--- src/pfm_pkg.sv ---
`timescale 1ns / 1ps
package pfm_pkg;

   localparam int ELEM_W = 16;
   localparam int EXP_W = 31;
   localparam int ACT_W = 3;
   localparam int STEP_W = $clog2(2 * ELEM_W + 1);
   localparam logic [ELEM_W-1:0] MODULUS_RESET = ELEM_W'(5);

   typedef enum logic [ACT_W-1:0] {
      ACT_ADD  = 3'd0,
      ACT_SUB  = 3'd1,
      ACT_MUL  = 3'd2,
      ACT_NEG  = 3'd3,
      ACT_EQ   = 3'd4,
      ACT_POW  = 3'd5,
      ACT_DIV  = 3'd6,
      ACT_NONE = 3'd7
   } action_type;

   typedef enum logic [2:0] {
      DST_A,
      DST_B,
      DST_ACC,
      DST_SQ,
      DST_RES
   } dest_type;

   typedef enum logic [3:0] {
      S_IDLE,
      S_RA,
      S_RA_W,
      S_RB,
      S_RB_W,
      S_SETUP,
      S_LOOP,
      S_ACC,
      S_ACC_W,
      S_SQ,
      S_SQ_W,
      S_FIN,
      S_FIN_W,
      S_RESP
   } state_type;

   typedef struct packed {
      logic [ACT_W-1:0]  action;
      logic [ELEM_W-1:0] operand_a;
      logic [ELEM_W-1:0] operand_b;
      logic [EXP_W-1:0]  exponent;
   } req_type;

   typedef struct packed {
      logic [ELEM_W-1:0] result;
      logic              is_equal;
   } rsp_type;

   typedef struct packed {
      logic     load;
      logic     mul_start;
      dest_type dest;
      logic     setup;
      logic     copy_acc;
   } cmd_type;

   typedef struct packed {
      logic       mul_done;
      logic       e_zero;
      logic       e_lsb;
      logic       b_zero;
      action_type act;
   } status_type;

endpackage

--- src/pfm_mulmod.sv ---
`timescale 1ns / 1ps
module pfm_mulmod
   import pfm_pkg::*;
(
   input  logic              clock,
   input  logic              reset,
   input  logic              start,
   input  logic [ELEM_W-1:0] x,
   input  logic [ELEM_W-1:0] y,
   input  logic [ELEM_W-1:0] p,
   output logic              done,
   output logic [ELEM_W-1:0] prod
);

   localparam logic [STEP_W-1:0] STEPS = STEP_W'(2 * ELEM_W);

   logic [2*ELEM_W-1:0] prod_ff, prod_in;
   logic [ELEM_W-1:0]   rem_ff, rem_in;
   logic [STEP_W-1:0]   cnt_ff, cnt_in;
   logic                run_ff, run_in;
   logic                done_ff, done_in;
   logic [ELEM_W:0]     t;
   logic [ELEM_W:0]     diff;

   // restoring reduction, one product bit per cycle
   always_comb begin
      t = {rem_ff, prod_ff[2*ELEM_W-1]};
      diff = t - {1'b0, p};
      prod_in = prod_ff;
      rem_in = rem_ff;
      cnt_in = cnt_ff;
      run_in = run_ff;
      done_in = 1'b0;
      if (start) begin
         prod_in = (2*ELEM_W)'(x) * (2*ELEM_W)'(y);
         rem_in = '0;
         cnt_in = STEPS;
         run_in = 1'b1;
      end else if (run_ff) begin
         prod_in = {prod_ff[2*ELEM_W-2:0], 1'b0};
         rem_in = (t >= {1'b0, p}) ? diff[ELEM_W-1:0] : t[ELEM_W-1:0];
         cnt_in = cnt_ff - STEP_W'(1);
         if (cnt_ff == STEP_W'(1)) begin
            run_in = 1'b0;
            done_in = 1'b1;
         end
      end
   end

   always_ff @(posedge clock) begin
      prod_ff <= prod_in;
      rem_ff <= rem_in;
      cnt_ff <= cnt_in;
      if (reset) begin
         run_ff <= 1'b0;
         done_ff <= 1'b0;
      end else begin
         run_ff <= run_in;
         done_ff <= done_in;
      end
   end

   assign done = done_ff;
   assign prod = (p < ELEM_W'(2)) ? '0 : rem_ff;

endmodule

--- src/pfm_datapath.sv ---
`timescale 1ns / 1ps
module pfm_datapath
   import pfm_pkg::*;
(
   input  logic              clock,
   input  logic              reset,
   input  logic              csr_we,
   input  logic [ELEM_W-1:0] csr_wdata,
   input  req_type           req_data,
   input  cmd_type           cmd,
   output status_type        status,
   output rsp_type           rsp_data
);

   logic [ELEM_W-1:0] p_ff, p_in;
   req_type           in_ff, in_in;
   logic [ELEM_W-1:0] a_ff, a_in, b_ff, b_in, acc_ff, acc_in, sq_ff, sq_in, res_ff, res_in;
   logic [EXP_W-1:0]  e_ff, e_in;
   logic              eq_ff, eq_in;
   dest_type          dest_ff, dest_in;

   logic [ELEM_W-1:0] mx, my, mprod;
   logic              mdone;
   logic [ELEM_W:0]   sum, dsum, dif, ddif;
   action_type        act;
   logic              p_degen;

   assign act = action_type'(in_ff.action);
   assign p_degen = p_ff < ELEM_W'(2);

   pfm_mulmod u_mulmod (
      .clock (clock),
      .reset (reset),
      .start (cmd.mul_start),
      .x     (mx),
      .y     (my),
      .p     (p_ff),
      .done  (mdone),
      .prod  (mprod)
   );

   always_comb begin
      unique case (cmd.dest)
         DST_A: begin
            mx = in_ff.operand_a;
            my = ELEM_W'(1);
         end
         DST_B: begin
            mx = in_ff.operand_b;
            my = ELEM_W'(1);
         end
         DST_ACC: begin
            mx = acc_ff;
            my = sq_ff;
         end
         DST_SQ: begin
            mx = sq_ff;
            my = sq_ff;
         end
         DST_RES: begin
            mx = a_ff;
            my = acc_ff;
         end
         default: begin
            mx = '0;
            my = '0;
         end
      endcase
   end

   always_comb begin
      sum = {1'b0, a_ff} + {1'b0, b_ff};
      dsum = sum - {1'b0, p_ff};
      dif = {1'b0, a_ff} + {1'b0, p_ff} - {1'b0, b_ff};
      ddif = dif - {1'b0, p_ff};
      p_in = csr_we ? csr_wdata : p_ff;
      in_in = cmd.load ? req_data : in_ff;
      a_in = a_ff;
      b_in = b_ff;
      acc_in = acc_ff;
      sq_in = sq_ff;
      e_in = e_ff;
      res_in = res_ff;
      eq_in = eq_ff;
      dest_in = cmd.mul_start ? cmd.dest : dest_ff;
      if (mdone) begin
         unique case (dest_ff)
            DST_A: a_in = mprod;
            DST_B: b_in = mprod;
            DST_ACC: acc_in = mprod;
            DST_SQ: begin
               sq_in = mprod;
               e_in = e_ff >> 1;
            end
            DST_RES: res_in = mprod;
            default: res_in = res_ff;
         endcase
      end
      if (cmd.setup) begin
         acc_in = (act == ACT_MUL) ? b_ff : ELEM_W'(1);
         sq_in = (act == ACT_POW) ? a_ff : b_ff;
         e_in = (act == ACT_POW) ? in_ff.exponent : EXP_W'(p_ff - ELEM_W'(2));
         eq_in = 1'b0;
         res_in = '0;
         unique case (act)
            ACT_ADD: res_in = (sum >= {1'b0, p_ff}) ? dsum[ELEM_W-1:0] : sum[ELEM_W-1:0];
            ACT_SUB: res_in = (dif >= {1'b0, p_ff}) ? ddif[ELEM_W-1:0] : dif[ELEM_W-1:0];
            ACT_NEG: res_in = (a_ff == '0) ? '0 : p_ff - a_ff;
            ACT_EQ: eq_in = (a_ff == b_ff);
            default: res_in = '0;
         endcase
      end
      if (cmd.copy_acc) begin
         res_in = acc_ff;
      end
   end

   always_ff @(posedge clock) begin
      in_ff <= in_in;
      a_ff <= a_in;
      b_ff <= b_in;
      acc_ff <= acc_in;
      sq_ff <= sq_in;
      e_ff <= e_in;
      res_ff <= res_in;
      eq_ff <= eq_in;
      dest_ff <= dest_in;
      if (reset) begin
         p_ff <= MODULUS_RESET;
      end else begin
         p_ff <= p_in;
      end
   end

   assign status.mul_done = mdone;
   assign status.e_zero = (e_ff == '0);
   assign status.e_lsb = e_ff[0];
   assign status.b_zero = (b_ff == '0);
   assign status.act = act;
   assign rsp_data.result = p_degen ? '0 : res_ff;
   assign rsp_data.is_equal = eq_ff;

endmodule

--- src/pfm_ctrl.sv ---
`timescale 1ns / 1ps
module pfm_ctrl
   import pfm_pkg::*;
(
   input  logic       clock,
   input  logic       reset,
   input  logic       req_valid,
   output logic       req_ready,
   output logic       rsp_valid,
   input  logic       rsp_ready,
   input  status_type status,
   output cmd_type    cmd
);

   state_type state_ff, state_in;

   always_comb begin
      state_in = state_ff;
      unique case (state_ff)
         S_IDLE: if (req_valid) state_in = S_RA;
         S_RA: state_in = S_RA_W;
         S_RA_W: if (status.mul_done) state_in = S_RB;
         S_RB: state_in = S_RB_W;
         S_RB_W: if (status.mul_done) state_in = S_SETUP;
         S_SETUP: begin
            unique case (status.act)
               ACT_MUL: state_in = S_FIN;
               ACT_POW: state_in = S_LOOP;
               ACT_DIV: state_in = status.b_zero ? S_RESP : S_LOOP;
               default: state_in = S_RESP;
            endcase
         end
         S_LOOP: begin
            priority if (status.e_zero) begin
               state_in = (status.act == ACT_POW) ? S_RESP : S_FIN;
            end else if (status.e_lsb) begin
               state_in = S_ACC;
            end else begin
               state_in = S_SQ;
            end
         end
         S_ACC: state_in = S_ACC_W;
         S_ACC_W: if (status.mul_done) state_in = S_SQ;
         S_SQ: state_in = S_SQ_W;
         S_SQ_W: if (status.mul_done) state_in = S_LOOP;
         S_FIN: state_in = S_FIN_W;
         S_FIN_W: if (status.mul_done) state_in = S_RESP;
         S_RESP: if (rsp_ready) state_in = S_IDLE;
         default: state_in = S_IDLE;
      endcase
   end

   always_comb begin
      cmd = '0;
      cmd.dest = DST_A;
      req_ready = (state_ff == S_IDLE);
      rsp_valid = (state_ff == S_RESP);
      cmd.load = req_valid && req_ready;
      unique case (state_ff)
         S_RA: cmd.mul_start = 1'b1;
         S_RB: begin
            cmd.mul_start = 1'b1;
            cmd.dest = DST_B;
         end
         S_ACC: begin
            cmd.mul_start = 1'b1;
            cmd.dest = DST_ACC;
         end
         S_SQ: begin
            cmd.mul_start = 1'b1;
            cmd.dest = DST_SQ;
         end
         S_FIN: begin
            cmd.mul_start = 1'b1;
            cmd.dest = DST_RES;
         end
         S_SETUP: cmd.setup = 1'b1;
         S_LOOP: cmd.copy_acc = status.e_zero && (status.act == ACT_POW);
         default: cmd.setup = 1'b0;
      endcase
   end

   always_ff @(posedge clock) begin
      if (reset) begin
         state_ff <= S_IDLE;
      end else begin
         state_ff <= state_in;
      end
   end

endmodule

--- src/prime_field_modular_alu_unit.sv ---
`timescale 1ns / 1ps
// channel | ports                      | beat
// req     | req_valid/req_ready        | req_data: action, operand_a, operand_b, exponent
// rsp     | rsp_valid/rsp_ready        | rsp_data: result, is_equal
// csr     | csr_valid/csr_ready        | csr_data: modulus p (reset 5)
// One item at a time; every modular multiply runs in the shared
// bit-serial reduction unit, and two input reductions open every item.
// After those, add/sub/neg/eq are computed in the setup step and mul does one multiply;
// power squares once per exponent bit through the top set bit and multiplies once per set bit;
// divide does likewise over p-2 plus a last multiply by a (none when b is zero).
// Reset is synchronous; the result holds on rsp until taken, req stalls meanwhile.
module prime_field_modular_alu_unit
   import pfm_pkg::*;
(
   input  logic              clock,
   input  logic              reset,
   input  logic              req_valid,
   output logic              req_ready,
   input  req_type           req_data,
   output logic              rsp_valid,
   input  logic              rsp_ready,
   output rsp_type           rsp_data,
   input  logic              csr_valid,
   output logic              csr_ready,
   input  logic [ELEM_W-1:0] csr_data
);

   cmd_type    cmd;
   status_type status;

   assign csr_ready = 1'b1;

   pfm_ctrl u_ctrl (
      .clock     (clock),
      .reset     (reset),
      .req_valid (req_valid),
      .req_ready (req_ready),
      .rsp_valid (rsp_valid),
      .rsp_ready (rsp_ready),
      .status    (status),
      .cmd       (cmd)
   );

   pfm_datapath u_datapath (
      .clock     (clock),
      .reset     (reset),
      .csr_we    (csr_valid && csr_ready),
      .csr_wdata (csr_data),
      .req_data  (req_data),
      .cmd       (cmd),
      .status    (status),
      .rsp_data  (rsp_data)
   );

endmodule
--- config.mk ---
export PLATFORM = sky130hd
export DESIGN_NAME = prime_field_modular_alu_unit
export DESIGN_NICKNAME = d
export VERILOG_FILES = /design/src/pfm_pkg.sv /design/src/pfm_mulmod.sv /design/src/pfm_datapath.sv /design/src/pfm_ctrl.sv /design/src/prime_field_modular_alu_unit.sv
export SDC_FILE = /design/constraint.sdc
export NUM_CORES = 1
export LEC_CHECK = 0
export BUFFER_PORTS_ARGS = -buffer_cell sky130_fd_sc_hd__buf_4
export CORE_AREA = 2 2 254 256
export DETAILED_ROUTE_END_ITERATION = 7
export DIE_AREA = 0 0 256 258
export PLACE_DENSITY = 0.57
export SYNTH_ARGS = -nofsm -noshare
export SYNTH_HDL_FRONTEND = slang
export SYNTH_SLANG_ARGS = --single-unit
--- constraint.sdc ---
create_clock -name clock -period 10.12 [get_ports clock]
set_input_delay 1.518 -clock clock [delete_from_list [all_inputs] [get_ports clock]]
set_output_delay 1.518 -clock clock [all_outputs]
set_load 0.02 [all_outputs]
======== Yosys cells after proc, flatten, opt, wreduce, memory -nomap -nowiden ========
Index checks and enable logic that the tools add are counted.
storage, ports and cells
  bits in registers ....................... 257
  output and inout bits ................... 20
  word-level logic and storage cells ...... 143
  input port bits ......................... 87
cells by class
  order comparisons ....................... 4
  bitwise operators ....................... 1
  add/subtract/negate cells ............... 9
  reduce and logical (&&, ||, !) cells .... 25
  $mul .................................... 1
  multiplexer cells ....................... 48
  equal/unequal tests ..................... 36
operators by type and width
  operator               count
  $mux 16                18
  $mux 31                4
  $pmux 16 s3            2
  $pmux 16 s5            1
  $mux 32                2
  $sub 16x16->16         4
  $pmux 4 s14            1
  $ge 17x16->1           3
  $mux 4                 10
  $add 16x16->17         2
  $logic_not 16->1       2
  $mul 16x16->32         1
  $logic_not 31->1       1
  $eq 4x4->1 const B     6
  $eq 3x2->1 const B     6
  $sub 16x2->17 const B  1
  $sub 17x16->17         1
  $eq 16x16->1           1
  $eq 4x3->1 const B     4
  $lt 16x2->1 const B    1
  $eq 3x3->1 const B     5
  $ne 2x1->1 const B     6
  $pmux 3 s4             1
  $pmux 4 s3             1
  other kinds (19)       40

======== Logic depth before layout (Yosys ltp) ========
Gate-level depths: netlist of the first run.
  depth after elaboration ................. 7
  mapped depth ............................ 30
  gate-level depth less buffers ........... 29

======== Hierarchy ========
From an unflattened synthesis of the first run, not the netlist that was laid out.
unflattened totals
  cells, all modules ...................... 2765
  area, all modules ....................... 25942.4 µm²
by module, submodules not included
  module                        instances  cells an instance  area an instance (µm²)  sequential area each (µm²)
  pfm_datapath                  1          1326               13405.4                 5755.5
  pfm_mulmod                    1          1360               12025.3                 1441.4
  pfm_ctrl                      1          77                 500.5                   80.1
  prime_field_modular_alu_unit  1          2                  11.3                    0.0

======== Least setup slack after synthesis of the first run ========
Ideal clock, no wire load.
  path type ............................... reg-to-reg
  start ................................... register u_ctrl.state_ff[2]
  end ..................................... register u_datapath.u_mulmod.prod_ff[31], data pin
  stages on the path, launching flop included .. 29
  period minus slack after synthesis ...... 7812 ps
  library setup time ...................... 263 ps
  path buffers ............................ 3
  required time ........................... 9857 ps
  setup slack ............................. 2308 ps
  data arrival time ....................... 7549 ps
  cell sequence ........................... dfxtp_1 -> buf_2 -> nor3_1 -> or2_0 -> nor3_1 -> clkbuf_1 -> nand2_1 -> nand3_1 -> clkbuf_1 -> nand2_1 -> fa_1 -> fa_1 -> inv_1 -> fa_1 -> fa_1 -> fa_1 -> inv_1 -> fa_1 -> inv_1 -> ha_1 -> and3_1 -> and3b_1 -> o21ai_1 -> a211oi_1 -> o41a_1 -> or4_1 -> a31oi_1 -> xnor2_1 -> o21ai_1
between the ends
  word-level cells in the longest chain between the ends .. 7
  elaborated cells between the ends (all ways) .. 19
  classes of those cells .................. mul (1); eq/ne (9); mux (5); reduce/logical (4)
RTL lines
  element                                    line                RTL
  from (decl)                                pfm_ctrl.sv:15      state_type state_ff, state_in;
  from (signal assigned)                     pfm_ctrl.sv:87      state_ff <= state_in;
  $eq 4x4->1, or another cell as far along   pfm_ctrl.sv:59      unique case (state_ff)
  $pmux 3 s4                                 pfm_ctrl.sv:59
  $eq 3x2->1, or another cell as far along   pfm_datapath.sv:43  unique case (cmd.dest)
  $reduce_or 2->1 (no source line)           -
  $pmux 16 s3                                pfm_datapath.sv:43
  $mul 16x16->32                             pfm_mulmod.sv:35    prod_in = (2*ELEM_W)'(x) * (2*ELEM_W)'(y);
  $mux 32 (*)                                pfm_mulmod.sv:34    if (start) begin
  named net u_datapath.u_mulmod.prod_in[31]  pfm_mulmod.sv:17    logic [2*ELEM_W-1:0] prod_ff, prod_in;
  to (signal assigned)                       pfm_mulmod.sv:51    prod_ff <= prod_in;
  to (decl)                                  pfm_mulmod.sv:17
Mark *: on every way through the listed nets, which the timed path passes. The rest lies on a longest branch.
A chain may end at the register's enable or synchronous reset.

======== Worst setup path in the final report of the first run ========
  start ................................... register u_ctrl.state_ff[0]
  end ..................................... register u_datapath.u_mulmod.prod_ff[31], data pin
Same word-level chain as after synthesis.

==> summary.md, run 1 <==
| Metric | Value |
|---|---|
| Outcome | completed |
| Worst-Margin Slew | 1.24 ns |
| TritonCTS clock tree | built |
| DR vias | 20.6k |
| Later-pin clock latency in the skew report | 0.56 ns |
| First-pass GRT wire length | 128 mm |
| Post-synthesis register bit count | 257 |
| Switch share | 40.2% |
| Final net count | 3313 |
| Ys flop type | edfxtp_1 |
| Post-synthesis mux area share | 1.98% |
| # Post-CTS Setup Buffers | 0 |
| Post-synthesis sequential area ratio | 29.0% |
| Cell mode on critical path | fa_1 |
| Async set or reset register ratio after synthesis | 0% |
| Cts hold-fix bufs | 0 |
| Count leader, synth | inv_1 |
| Layout cells sized above 1 | 8.16% |
| Min-Delay Endpoint | u_datapath.u_mulmod.cnt_ff[5] |
| Crit-path max FO | 37 |
| DIE WIDTH | 256 µm |
| GRT met3 Usage | 3.46% |
| Max-cap violations | 0 |
| Hold path cells | 2 |
| Fin crit period | 9.06 ns |
| Cell area after synthesis | 25100 µm² |
| Hold Vio Cnt, Final | 0 |
| RSZ-0062 raised after global routing | no |
| Clock Tree Buf Depth | 3 |
| Seq pwr share | 33.9% |
| Place WS | 1.20 ns |
| DRT Pass-1 Iters | 6 |
| Peak supply drop | 0.143 mV |
| XOR/XNOR Fraction of Synth Area | 4.23% |
| Max Slew Vio Count | 0 |
| Tot Pwr | 4.69 mW |
| Post-synth top area cell | edfxtp_1 |
| Highest Clock Rate | 110 MHz |
| Clock transition at path regs | 0.06 ns |
| Largest family of logic cells by synthesized area | adder cells |
| Synth Instances | 2719 |
| Routed wire per std cell | 23.4 µm |
| Initial Util | 39.4% |
| EDFF count, synth | 213 |
| P_leak | 12.5 nW |
| H-Tree Depth | 2 |
| GRT overflow | 0 |
| Post-Syn Nets | 3238 |
| Clock share of power | 25.9% |
| Post-synth top area share | 25.5% |
| Synthesized area per cell | 9.21 µm² |
| Die H | 258 µm |
| Core area | 63600 µm² |
| CTS Root Cell | clkbuf_16 |
| DRT antenna net count | 0 |
| Final period util | 89.5% |
| Number of top-level pins | 107 |
| Combinational Power Share | 40.2% |
| Final setup vio count | 0 |
| Crit-path max cell delay | 0.60 ns |
| # resized after CTS | 0 |
| Die footprint | 66000 µm² |
| GRT busiest layer | met2 |
| Simple-gate share of the synthesized area | 15.5% |
| Internal power | 2.81 mW |
| Startpoint types | flop |
| Reg2reg start | u_ctrl.state_ff[0] |
| Met2 Track Usage GR | 46.0% |
| Port bufs | 105 |
| Hold path start | u_datapath.u_mulmod.cnt_ff[5] |
| P&R area growth vs syn | 11.5% |
| Synth warn | 0 |
| Final Skew | 0.0355 ns |
| FF-to-FF setup slack | 1.06 ns |
| Drt total wl | 86.1 mm |
| Switching power | 1.89 mW |
| R2R Path End | u_datapath.u_mulmod.prod_ff[31] |
| Worst hold path type | flop to flop |
| WP data arrival | 9.32 ns |
| Number of global-route vias before repair | 20.7k |
| Top delay family on crit path | adder cells |
| Synth unique cells | 85 |
| Compound-gate portion of the synthesized area | 14.3% |
| Vias per cell | 5.61 |
| Power per cell area | 168 nW/µm² |
| Critical path required time | 10.38 ns |
| Synth cell count leaders | inv_1 (349), nand2_1 (323), nor2_1 (278), ha_1 (217), fa_1 (215) |
| Worst r2r path cells | 29 |
| Clk sink count | 257 |
| Pin count of the biggest net entering global routing | 77 |
| Crit end category | flop |
| Slew margin rel. | 17.3% |
| Critical path class | flop to flop |
| Row count | 93 |
| Remaining DRCs | 0 |
| Adder-Cell Fraction of Synth Area | 28.0% |
| Top post-synthesis cells by area | edfxtp_1 (26%), fa_1 (17%), ha_1 (11%) |
| Detailed Route Iter0 Violations | 1655 |
| Initial antenna violation count | 0 |
| CP max stage cell | dfxtp_1 |
| # diodes | 0 |
| Num CTS Buffers | 34 |
| Buf/Inv on CP | 7 |
| Final WS setup | 1.06 ns |
| Global placement routability congestion | 0.977 |
| Setup_tns | 0 ns |
| Overall routing resource usage | 25.7% |
| DP Wirelength | 68.7 mm |
| Met1 usage | 30.8% |
## flip-flops by register name, indices dropped and copies added (netlist names), 4 cells and up
signal                       flops
u_datapath.u_mulmod.cnt_ff       6
u_datapath.in_ff                63
u_datapath.e_ff                 31
u_datapath.b_ff                 16
u_datapath.sq_ff                16
u_datapath.res_ff               16
u_datapath.acc_ff               16
u_datapath.u_mulmod.rem_ff      16
u_datapath.u_mulmod.prod_ff     32
u_datapath.p_ff                 16
u_datapath.a_ff                 16
u_ctrl.state_ff                  4
## power groups by stage
stage                     sequential, mW  combinational, mW  clock (mW)
after floorplan                     1.54               1.33           0
after detailed placement            1.61               1.86           0
after global placement              1.61               1.84           0
after global routing                1.61               2.07        1.28
after CTS                           1.59               1.87        1.25
final                               1.59               1.89        1.22
## cells in the final DEF (no fill, tap or decap), types with 6 or more instances in the layout
master     netlist  layout
fa_1           215     215
nand2_1        323     322
or3_1            6       6
xnor2_1         69      69
o211ai_1        10      10
a22o_1          12      12
a21oi_1        143     143
clkbuf_1        85      14
nand4_1         22      22
o221a_2          7       7
o21bai_1         8       8
o221ai_1        11      11
nor2b_1         42      42
ha_1           217     217
clkbuf_16        0      34
and2_1          11       9
o31ai_1         13      12
o211a_1          7       7
dfxtp_1         44      44
o21ai_0        125     124
inv_1          349     349
or2_2           10      10
nand2b_1        21      20
a31oi_1         13      13
a211oi_1        32      32
a211o_1          9       9
a21o_1          51      51
edfxtp_1       213     213
nor3_1          39      37
buf_4            3     139
mux2i_1         44      44
nor4_1          21      21
nand3_1         35      35
nor2_1         278     277
a22oi_1         46      46
and3_1          20      20
xor2_1          52      52
o21a_1          17      17
## per-stage QoR
stage | utilization (%) | hold WS (ns) | area [µm²] | cells
after floorplan | - | 0.461 | 25100 | 2719
after global placement | 42.1 | 0.478 | 26800 | 3613
after detailed placement | 42.1 | 0.489 | 26800 | 3613
after CTS | 43.9 | 0.510 | 27900 | 3675
after global routing | 43.9 | 0.533 | 27900 | 3675
final | 43.9 | 0.504 | 27900 | 3675
## worst register-to-register path, delay by kind of cell (launching register included)
kind,cells,cell delay [ns]
XOR/XNOR,1,0.15
flip-flops,1,0.60
buffers and inverters,7,1.13
AO/OA/AOI/OAI,5,1.39
adder cells (fa/ha/maj),7,3.36
AND/OR/NAND/NOR,9,2.16
## worst max-delay path by stage
| stage | from | endpoint | slack, ns | cells after the start |
|---|---|---|---|---|
| final | u_ctrl.state_ff[0] | u_datapath.u_mulmod.prod_ff[31] | 1.06 | 29 |
| after global routing | u_ctrl.state_ff[0] | u_datapath.u_mulmod.prod_ff[31] | 0.66 | 29 |
| after CTS | u_ctrl.state_ff[0] | u_datapath.u_mulmod.prod_ff[31] | 1.18 | 27 |
| after detailed placement | u_ctrl.state_ff[0] | u_datapath.u_mulmod.prod_ff[31] | 1.20 | 28 |
| after global placement | u_ctrl.state_ff[0] | u_datapath.u_mulmod.prod_ff[31] | 1.34 | 27 |
| after floorplan | u_ctrl.state_ff[2] | u_datapath.u_mulmod.prod_ff[31] | 2.31 | 28 |
## logic make-up (layout without fill, tap and decap cells)
kind of cell,after synthesis,after routing
buffers and inverters,451,552
DFF,257,257
xor gates and xnor gates,121,121
AOI/OAI and AO/OA,548,548
adders and majority gates,432,432
muxes,49,49
other,1,1
and+or+nand+nor,860,860
## per-layer routing
layer | vias up | part of all wire (%)
met2 | 685 | 51
met3 | 185 | 5.3
met4 | 0 | 4.6
met5 | - | 0
met1 | 10308 | 39
li1 | 9432 | -
## cell type report
| cell class | count | area, µm² |
|---|---|---|
| clock inverter | 13 | 184 |
| sequential | 257 | 7280 |
| tap | 855 | 1070 |
| inverter | 351 | 1320 |
| timing repair buffer | 139 | 1040 |
| fill | 6275 | 35700 |
| clock buffer | 49 | 917 |
| multi-input combinational | 2011 | 16100 |
Note: power is estimated with default switching activity, not from simulation.
==> inputs of run 2 (changes only) <==
--- a/config.mk
+++ b/config.mk
@@ -9,7 +9,7 @@
 export CORE_AREA = 2 2 254 256
 export DETAILED_ROUTE_END_ITERATION = 7
 export DIE_AREA = 0 0 256 258
-export PLACE_DENSITY = 0.57
+export PLACE_DENSITY = 0.59
 export SYNTH_ARGS = -nofsm -noshare
 export SYNTH_HDL_FRONTEND = slang
 export SYNTH_SLANG_ARGS = --single-unit
==> constraint.sdc (replaced) <==
create_clock -name clock -period 7.65 [get_ports clock]
set_input_delay 1.1475 -clock clock [delete_from_list [all_inputs] [get_ports clock]]
set_output_delay 1.1475 -clock clock [all_outputs]
set_load 0.02 [all_outputs]
==> run 2 against run 1 <==
Worst hold slack got worse by 0.0053 ns. Global-route usage is 0.15 points lower. Critical path type unchanged. Utilization grew 3.2 points. Sequential power is 32% higher. Die area unchanged. Clock power rose by 29%. Final area increased by 7.3%. Critical endpoint unchanged.
==> summary.md, run 2 (synthesized netlist as in run 1, its figures left out) <==
| Metric | Value |
|---|---|
| Outcome | completed |
| Placed cells | 3772 (+4.4%) |
| Hold path cells | 2 (unchanged) |
| Switching power | 2.64 mW (+40%) |
| Max-cap violations | 0 (unchanged) |
| Max Slew Vio Count | 0 (unchanged) |
| Port bufs | 105 (unchanged) |
| Peak supply drop | 0.164 mV (+15%) |
| Overall routing resource usage | 25.5% (-0.15 points) |
| DR vias | 21.2k (+2.8%) |
| TritonCTS clock tree | built |
| Clock Tree Buf Depth | 3 (unchanged) |
| Worst-Margin Slew | 1.18 ns (-0.0570 ns) |
| Slew margin rel. | 20.8% (+3.5 points) |
| Max reg flops | 63 (unchanged) |
| Number of top-level pins | 107 (unchanged) |
| Reg2reg start | u_ctrl.state_ff[3] |
| Clock share of power | 23.7% (-2.2 points) |
| Clock transition at path regs | 0.06 ns (about the same) |
| Crit end category | flop |
| Final period util | 98.3% (+8.8 points) |
| Critical path class | flop to flop |
| CTS Root Cell | clkbuf_16 |
| Critical path required time | 7.92 ns (-2.46 ns) |
| Clk sink count | 257 (unchanged) |
| GRT overflow | 0 (unchanged) |
| Reg with most FFs | u_datapath.in_ff |
| Seq pwr share | 31.7% (-2.2 points) |
| FF-to-FF setup slack | 0.13 ns (-0.93 ns) |
| Detailed Route Iter0 Violations | 1645 (-0.60%) |
| Non-Filler Instances | 3846 (+4.7%) |
| Global placement routability congestion | 1.01 (+3.1%) |
| Top delay family on crit path | adder cells |
| P_leak | 13.4 nW (+7.6%) |
| R2R Path End | u_datapath.u_mulmod.prod_ff[31] |
| Layout Utilization | 47.0% (+3.2 points) |
| DRT Pass-1 Iters | 6 (unchanged) |
| Cell mode on critical path | fa_1 |
| Initial antenna violation count | 1 (+1) |
| Routed wire per std cell | 22.4 µm (-4.4%) |
| Power per cell area | 220 nW/µm² (+31%) |
| Post-placement cell area | 28100 µm² (+4.7%) |
| Internal power | 3.96 mW (+41%) |
| Remaining DRCs | 0 (unchanged) |
| DIE WIDTH | 256 µm (unchanged) |
| Largest registers | u_datapath.in_ff (63), u_datapath.u_mulmod.prod_ff (32), u_datapath.e_ff (31) |
| Post-route design area | 29900 µm² (+7.3%) |
| Hold Vio Cnt, Final | 0 (unchanged) |
| Worst hold path type | flop to flop |
| Fin crit period | 7.52 ns (-1.54 ns) |
| Number of global-route vias before repair | 21.5k (+4.0%) |
| Combinational Power Share | 44.5% (+4.3 points) |
| Crit-path max cell delay | 0.56 ns (-0.04 ns) |
| DP Wirelength | 70.3 mm (+2.3%) |
| Most frequent cells in the layout | inv_1 (332), nand2_1 (308), buf_4 (288) |
| Die H | 258 µm (unchanged) |
| Later-pin clock latency in the skew report | 0.56 ns (about the same) |
| Pin count of the biggest net entering global routing | 77 (unchanged) |
| Vias per cell | 5.51 (-1.7%) |
| Final net count | 3485 (+5.2%) |
| Commonest non-fill, non-tap cell in the layout | inv_1 |
| Setup_tns | 0 ns (unchanged) |
| Crit-path max FO | 5 (-86%) |
| Row count | 93 (unchanged) |
| Core area | 63600 µm² (unchanged) |
| P&R area growth vs syn | 19.5% |
| Layout cells sized above 1 | 18.0% (+9.8 points) |
| Final setup vio count | 0 (unchanged) |
| WP data arrival | 7.79 ns (-1.53 ns) |
| Final Skew | 0.0301 ns (-0.00534 ns) |
| DRT antenna net count | 0 (unchanged) |
| H-Tree Depth | 2 (unchanged) |
| Worst r2r path cells | 29 (unchanged) |
| Drt total wl | 86.1 mm (about the same) |
| Initial Util | 39.4% (unchanged) |
| Buf/Inv on CP | 6 (-1) |
| Switch share | 40.0% (-0.24 points) |
| # diodes | 0 (unchanged) |
| First-pass GRT wire length | 128 mm (+0.52%) |
| Startpoint types | flop |
| Die footprint | 66000 µm² (unchanged) |
| Hold path start | u_datapath.u_mulmod.cnt_ff[5] |
| CP max stage cell | fa_1 |
| Min-Delay Endpoint | u_datapath.u_mulmod.cnt_ff[5] |
| Num CTS Buffers | 35 (+2.9%) |
| Highest Clock Rate | 133 MHz (+20%) |
-- run 2: per-stage QoR --
stage	worst slack, ns	hold slack [ns]	total power [mW]
after floorplan	0.0133	0.461	3.79
after global placement	-0.0754	0.473	4.79
after detailed placement	-0.113	0.489	4.83
after CTS	0.00399	0.507	6.44
after global routing	-0.0195	0.536	6.98
final	0.132	0.498	6.60
-- run 2: final cells by class --
cell class | instances | area, µm²
fill | 6109 | 33700
multi-input combinational | 2011 | 16700
sequential | 257 | 7280
timing repair buffer | 310 | 2480
inverter | 351 | 1320
tap | 855 | 1070
clock buffer | 38 | 887
clock inverter | 24 | 191
-- run 2: power groups by stage --
stage                     Clock [mW]  Combinational [mW]  Sequential (mW)
after floorplan                    0                1.75             2.03
after global placement             0                2.68             2.11
after detailed placement           0                2.72             2.12
after CTS                       1.59                2.76             2.09
after global routing            1.65                3.21             2.12
final                           1.57                2.94             2.10
-- run 2: layer usage --
layer / up-vias / wire [µm] / global-route usage, %
met5: - / 11 / 0
met4: 2 / 4860 / 13.0
met3: 236 / 4460 / 3.86
met2: 717 / 42700 / 45.1
met1: 10464 / 34000 / 30.2
li1: 9774 / - / -
-- run 2: worst max path at each step --
| stage | startpoint | to | cells past startpoint |
|---|---|---|---|
| 5_1_grt | u_ctrl.state_ff[3] | u_datapath.u_mulmod.prod_ff[31] | 30 |
| 6_report | u_ctrl.state_ff[3] | u_datapath.u_mulmod.prod_ff[31] | 29 |
| 4_1_cts | u_ctrl.state_ff[0] | u_datapath.u_mulmod.prod_ff[31] | 31 |
| 3_5_place_dp | u_ctrl.state_ff[3] | u_datapath.u_mulmod.prod_ff[31] | 27 |
| 3_3_place_gp | u_ctrl.state_ff[3] | u_datapath.u_mulmod.prod_ff[31] | 26 |
| 2_1_floorplan | u_ctrl.state_ff[2] | u_datapath.u_mulmod.prod_ff[31] | 29 |
-- run 2: worst min-delay path, cell delays in order (launching register included) --
cell and delay, ns:
dfxtp_1 0.34, xor2_1 0.07, nand2_1 0.05
-- run 2: what timing repair did --
action | in CTS | in global routing
hold buffers | 0 | 0
endpoints found under the hold margin | 0 | 0
buffers inserted | 1 | 12
pin swaps | 3 | 65
endpoints found under the setup margin | 5 | 13
gates cloned | 1 | 0
gates resized for setup | 25 | 159
==> inputs of run 3 (changes only) <==
--- a/config.mk
+++ b/config.mk
@@ -5,10 +5,11 @@
 export SDC_FILE = /design/constraint.sdc
 export NUM_CORES = 1
 export LEC_CHECK = 0
+export ABC_AREA = 1
 export BUFFER_PORTS_ARGS = -buffer_cell sky130_fd_sc_hd__buf_4
-export CORE_AREA = 2 2 254 256
+export CORE_AREA = 2 2 262 264
 export DETAILED_ROUTE_END_ITERATION = 7
-export DIE_AREA = 0 0 256 258
+export DIE_AREA = 0 0 264 266
 export PLACE_DENSITY = 0.59
 export SYNTH_ARGS = -nofsm -noshare
 export SYNTH_HDL_FRONTEND = slang
==> run 3 against run 2 <==
Cell count up 16%. Sequential share of layout area down 0.063 points. Synthesized cell count up 26%. Final area up 0.21%. Power down 4.8%. Global-route usage up 0.95 points. Flip-flop and latch count unchanged. Combinational power down 13%. Sequential power down 2%. Non-clock buffer count down 128. Register-to-register slack better by 0.26 ns. Critical path type unchanged. Critical endpoint is now u_datapath.u_mulmod.prod_ff[15].
==> summary.md, run 3 <==
| Metric | Value |
|---|---|
| Highest Clock Rate | 138 MHz (+3.6%) |
| Hold path cells | 2 (unchanged) |
| Commonest non-fill, non-tap cell in the layout | nand2_1 |
| Post-route design area | 30000 µm² (+0.21%) |
| Die footprint | 70200 µm² (+6.3%) |
| Core area | 67700 µm² (+6.4%) |
| Clock transition at path regs | 0.06 ns (about the same) |
| Post-Syn Nets | 3942 (+22%) |
| Remaining DRCs | 0 (unchanged) |
| CP max stage cell | fa_1 |
| Clk sink count | 257 (unchanged) |
| Top delay family on crit path | adder cells |
| Global placement routability congestion | 0.996 (-1.1%) |
| DRT Pass-1 Iters | 6 (unchanged) |
| Post-placement cell area | 28800 µm² (+2.4%) |
| GRT met3 Usage | 3.88% (+0.024 points) |
| Peak supply drop | 0.176 mV (+7.6%) |
| RSZ-0062 raised after global routing | no |
| Crit-path max FO | 10 (+5) |
| Max-cap violations | 0 (unchanged) |
| Met1 usage | 35.8% (+5.6 points) |
| GRT busiest layer | met2 |
| P&R area growth vs syn | 12.6% |
| Synth warn | 0 (unchanged) |
| Outcome | completed |
| Synthesized area per cell | 7.79 µm² (-15%) |
| Number of top-level pins | 107 (unchanged) |
| Crit-path max cell delay | 0.56 ns (about the same) |
| Power per cell area | 209 nW/µm² (-5.0%) |
| Buf/Inv on CP | 9 (+3) |
| Final setup vio count | 0 (unchanged) |
| Number of global-route vias before repair | 23.6k (+9.7%) |
| Overall routing resource usage | 26.5% (+0.95 points) |
| Hold Vio Cnt, Final | 0 (unchanged) |
| Cts hold-fix bufs | 0 (unchanged) |
| Initial Util | 39.3% (about the same) |
| Post-synthesis sequential area ratio | 27.3% (-1.7 points) |
| EDFF count, synth | 213 (unchanged) |
| Synth Instances | 3423 (+26%) |
| Met2 Track Usage GR | 42.7% (-2.4 points) |
| Layout Utilization | 44.3% (-2.8 points) |
| H-Tree Depth | 2 (unchanged) |
| Post-synth top area share | 24.0% (-1.5 points) |
| Worst-Margin Slew | 1.09 ns (-0.0964 ns) |
| Fin crit period | 7.26 ns (-0.261 ns) |
| P_leak | 14.6 nW (+8.5%) |
| Setup_tns | 0 ns (unchanged) |
| FF-to-FF setup slack | 0.39 ns (+0.26 ns) |
| Routed wire per std cell | 20.6 µm (-7.9%) |
| DR vias | 23.8k (+12%) |
| Initial antenna violation count | 3 (+2) |
| Post-synthesis register bit count | 257 (unchanged) |
| Clock Tree Buf Depth | 3 (unchanged) |
| Final period util | 94.9% (-3.4 points) |
| Row count | 96 (+3.2%) |
| Most frequent cells in the layout | nand2_1 (775), inv_1 (643), nor2_1 (331) |
| CTS Root Cell | clkbuf_16 |
| Critical path class | flop to flop |
| Later-pin clock latency in the skew report | 0.59 ns (+0.03 ns) |
| Worst r2r path cells | 29 (unchanged) |
| Tot Pwr | 6.28 mW (-4.8%) |
| Reg2reg start | u_ctrl.state_ff[2] |
| Synth unique cells | 61 (-28%) |
| R2R Path End | u_datapath.u_mulmod.prod_ff[15] |
| TritonCTS clock tree | built |
| First-pass GRT wire length | 142 mm (+10%) |
| Detailed Route Iter0 Violations | 2326 (+41%) |
| Critical path required time | 7.97 ns (+0.05 ns) |
| DIE WIDTH | 264 µm (+3.1%) |
| Port bufs | 105 (unchanged) |
| Min-Delay Endpoint | u_datapath.u_mulmod.rem_ff[12] |
| Fill cell count | 6996 (+15%) |
| Reg with most FFs | u_datapath.in_ff |
| Layout cells sized above 1 | 9.56% (-8.4 points) |
| Ys flop type | edfxtp_1 |
| GRT overflow | 0 (unchanged) |
| Top post-synthesis cells by area | edfxtp_1 (24%), fa_1 (16%), nand2_1 (11%) |
| Drt total wl | 92.2 mm (+7.1%) |
| DRT antenna net count | 0 (unchanged) |
| Largest registers | u_datapath.in_ff (63), u_datapath.u_mulmod.prod_ff (32), u_datapath.e_ff (31) |
| Max reg flops | 63 (unchanged) |
| WP data arrival | 7.58 ns (-0.21 ns) |
| Die H | 266 µm (+3.1%) |
| Num CTS Buffers | 34 (-2.9%) |
| Pin count of the biggest net entering global routing | 67 (-13%) |
| Crit end category | flop |
| Max Slew Vio Count | 0 (unchanged) |
| DP Wirelength | 73.6 mm (+4.7%) |
| Synth cell count leaders | nand2_1 (775), inv_1 (644), nor2_1 (333), ha_1 (217), fa_1 (215) |
| Worst hold path type | flop to flop |
| Final Skew | 0.0345 ns (+0.00438 ns) |
| Async set or reset register ratio after synthesis | 0% (unchanged) |
| Final net count | 4082 (+17%) |
| Hold path start | u_datapath.u_mulmod.rem_ff[12] |
| Vias per cell | 5.33 (-3.4%) |
| Critical Path Start | u_ctrl.state_ff[2] |
| Cell area after synthesis | 26700 µm² (+6.4%) |
| Slew margin rel. | 27.3% (+6.5 points) |
| Count leader, synth | nand2_1 |
| Post-synth top area cell | edfxtp_1 |
| Startpoint types | flop |
-- run 3: cells by family after synthesis --
family	count (synthesis)	synth area share (%)
buffers and inverters	754	10.9
XOR/XNOR	66	2.17
adder cells (fa/ha/maj)	432	26.3
flip-flops	257	27.3
other	1	0.0141
AO/OA/AOI/OAI	452	10.0
AND/OR/NAND/NOR	1461	23.2
-- run 3: worst register-to-register path, delay by kind of cell, from the launching register on --
family	cells	cell delay [ns]
flip-flops	1	0.40
buffers and inverters	9	1.07
AO/OA/AOI/OAI	6	1.29
adder cells (fa/ha/maj)	7	3.12
AND/OR/NAND/NOR	7	1.15
-- run 3: worst max path at each step --
stage	cells past startpoint	end	slack, ns
2_1_floorplan	32	u_datapath.u_mulmod.prod_ff[26]	1.0
3_3_place_gp	31	u_datapath.u_mulmod.prod_ff[31]	0.30
3_5_place_dp	30	u_datapath.u_mulmod.prod_ff[26]	0.26
4_1_cts	30	u_datapath.u_mulmod.prod_ff[26]	0.23
5_1_grt	33	u_datapath.u_mulmod.prod_ff[26]	0.03
6_report	29	u_datapath.u_mulmod.prod_ff[15]	0.39
-- run 3: through the flow --
stage / hold WS, ns / setup WS, ns / std cells
2_1_floorplan: 0.447 / 0.998 / 3423
3_3_place_gp: 0.465 / 0.302 / 4404
3_5_place_dp: 0.469 / 0.262 / 4404
4_1_cts: 0.482 / 0.230 / 4465
5_1_grt: 0.498 / 0.0320 / 4470
6_report: 0.478 / 0.392 / 4471
-- run 3: layer usage --
layer,wire [µm],share of wire (%)
met1,39700,43
met2,41700,45
met3,6860,7.4
met4,3880,4.2
met5,30,0.033
-- run 3: area by class of cell --
| type | instances | area, µm² | area share, % |
|---|---|---|---|
| clock buffers | 40 | 883 | 2.94 |
| well taps | 882 | 1100 | 3.68 |
| clock inverters | 21 | 245 | 0.817 |
| flip-flops and latches | 257 | 7280 | 24.3 |
| repair buffers | 182 | 1370 | 4.57 |
| diodes | 1 | 2.50 | 0.00834 |
| inverters | 676 | 2550 | 8.51 |
| multi-input cells | 2412 | 16600 | 55.2 |
-- run 3: power breakdown --
part / internal (mW) / switching [mW] / leakage, nW
Combinational: 0.783 / 1.78 / 11.7
Sequential: 1.91 / 0.158 / 2.35
Clock: 0.948 / 0.709 / 0.539
Total: 3.64 / 2.64 / 14.6
-- run 3: repair_timing --
| item | CTS | global route |
|---|---|---|
| resized for setup | 0 | 20 |
| setup buffers | 0 | 5 |
| endpoints found under the setup margin | 0 | 13 |
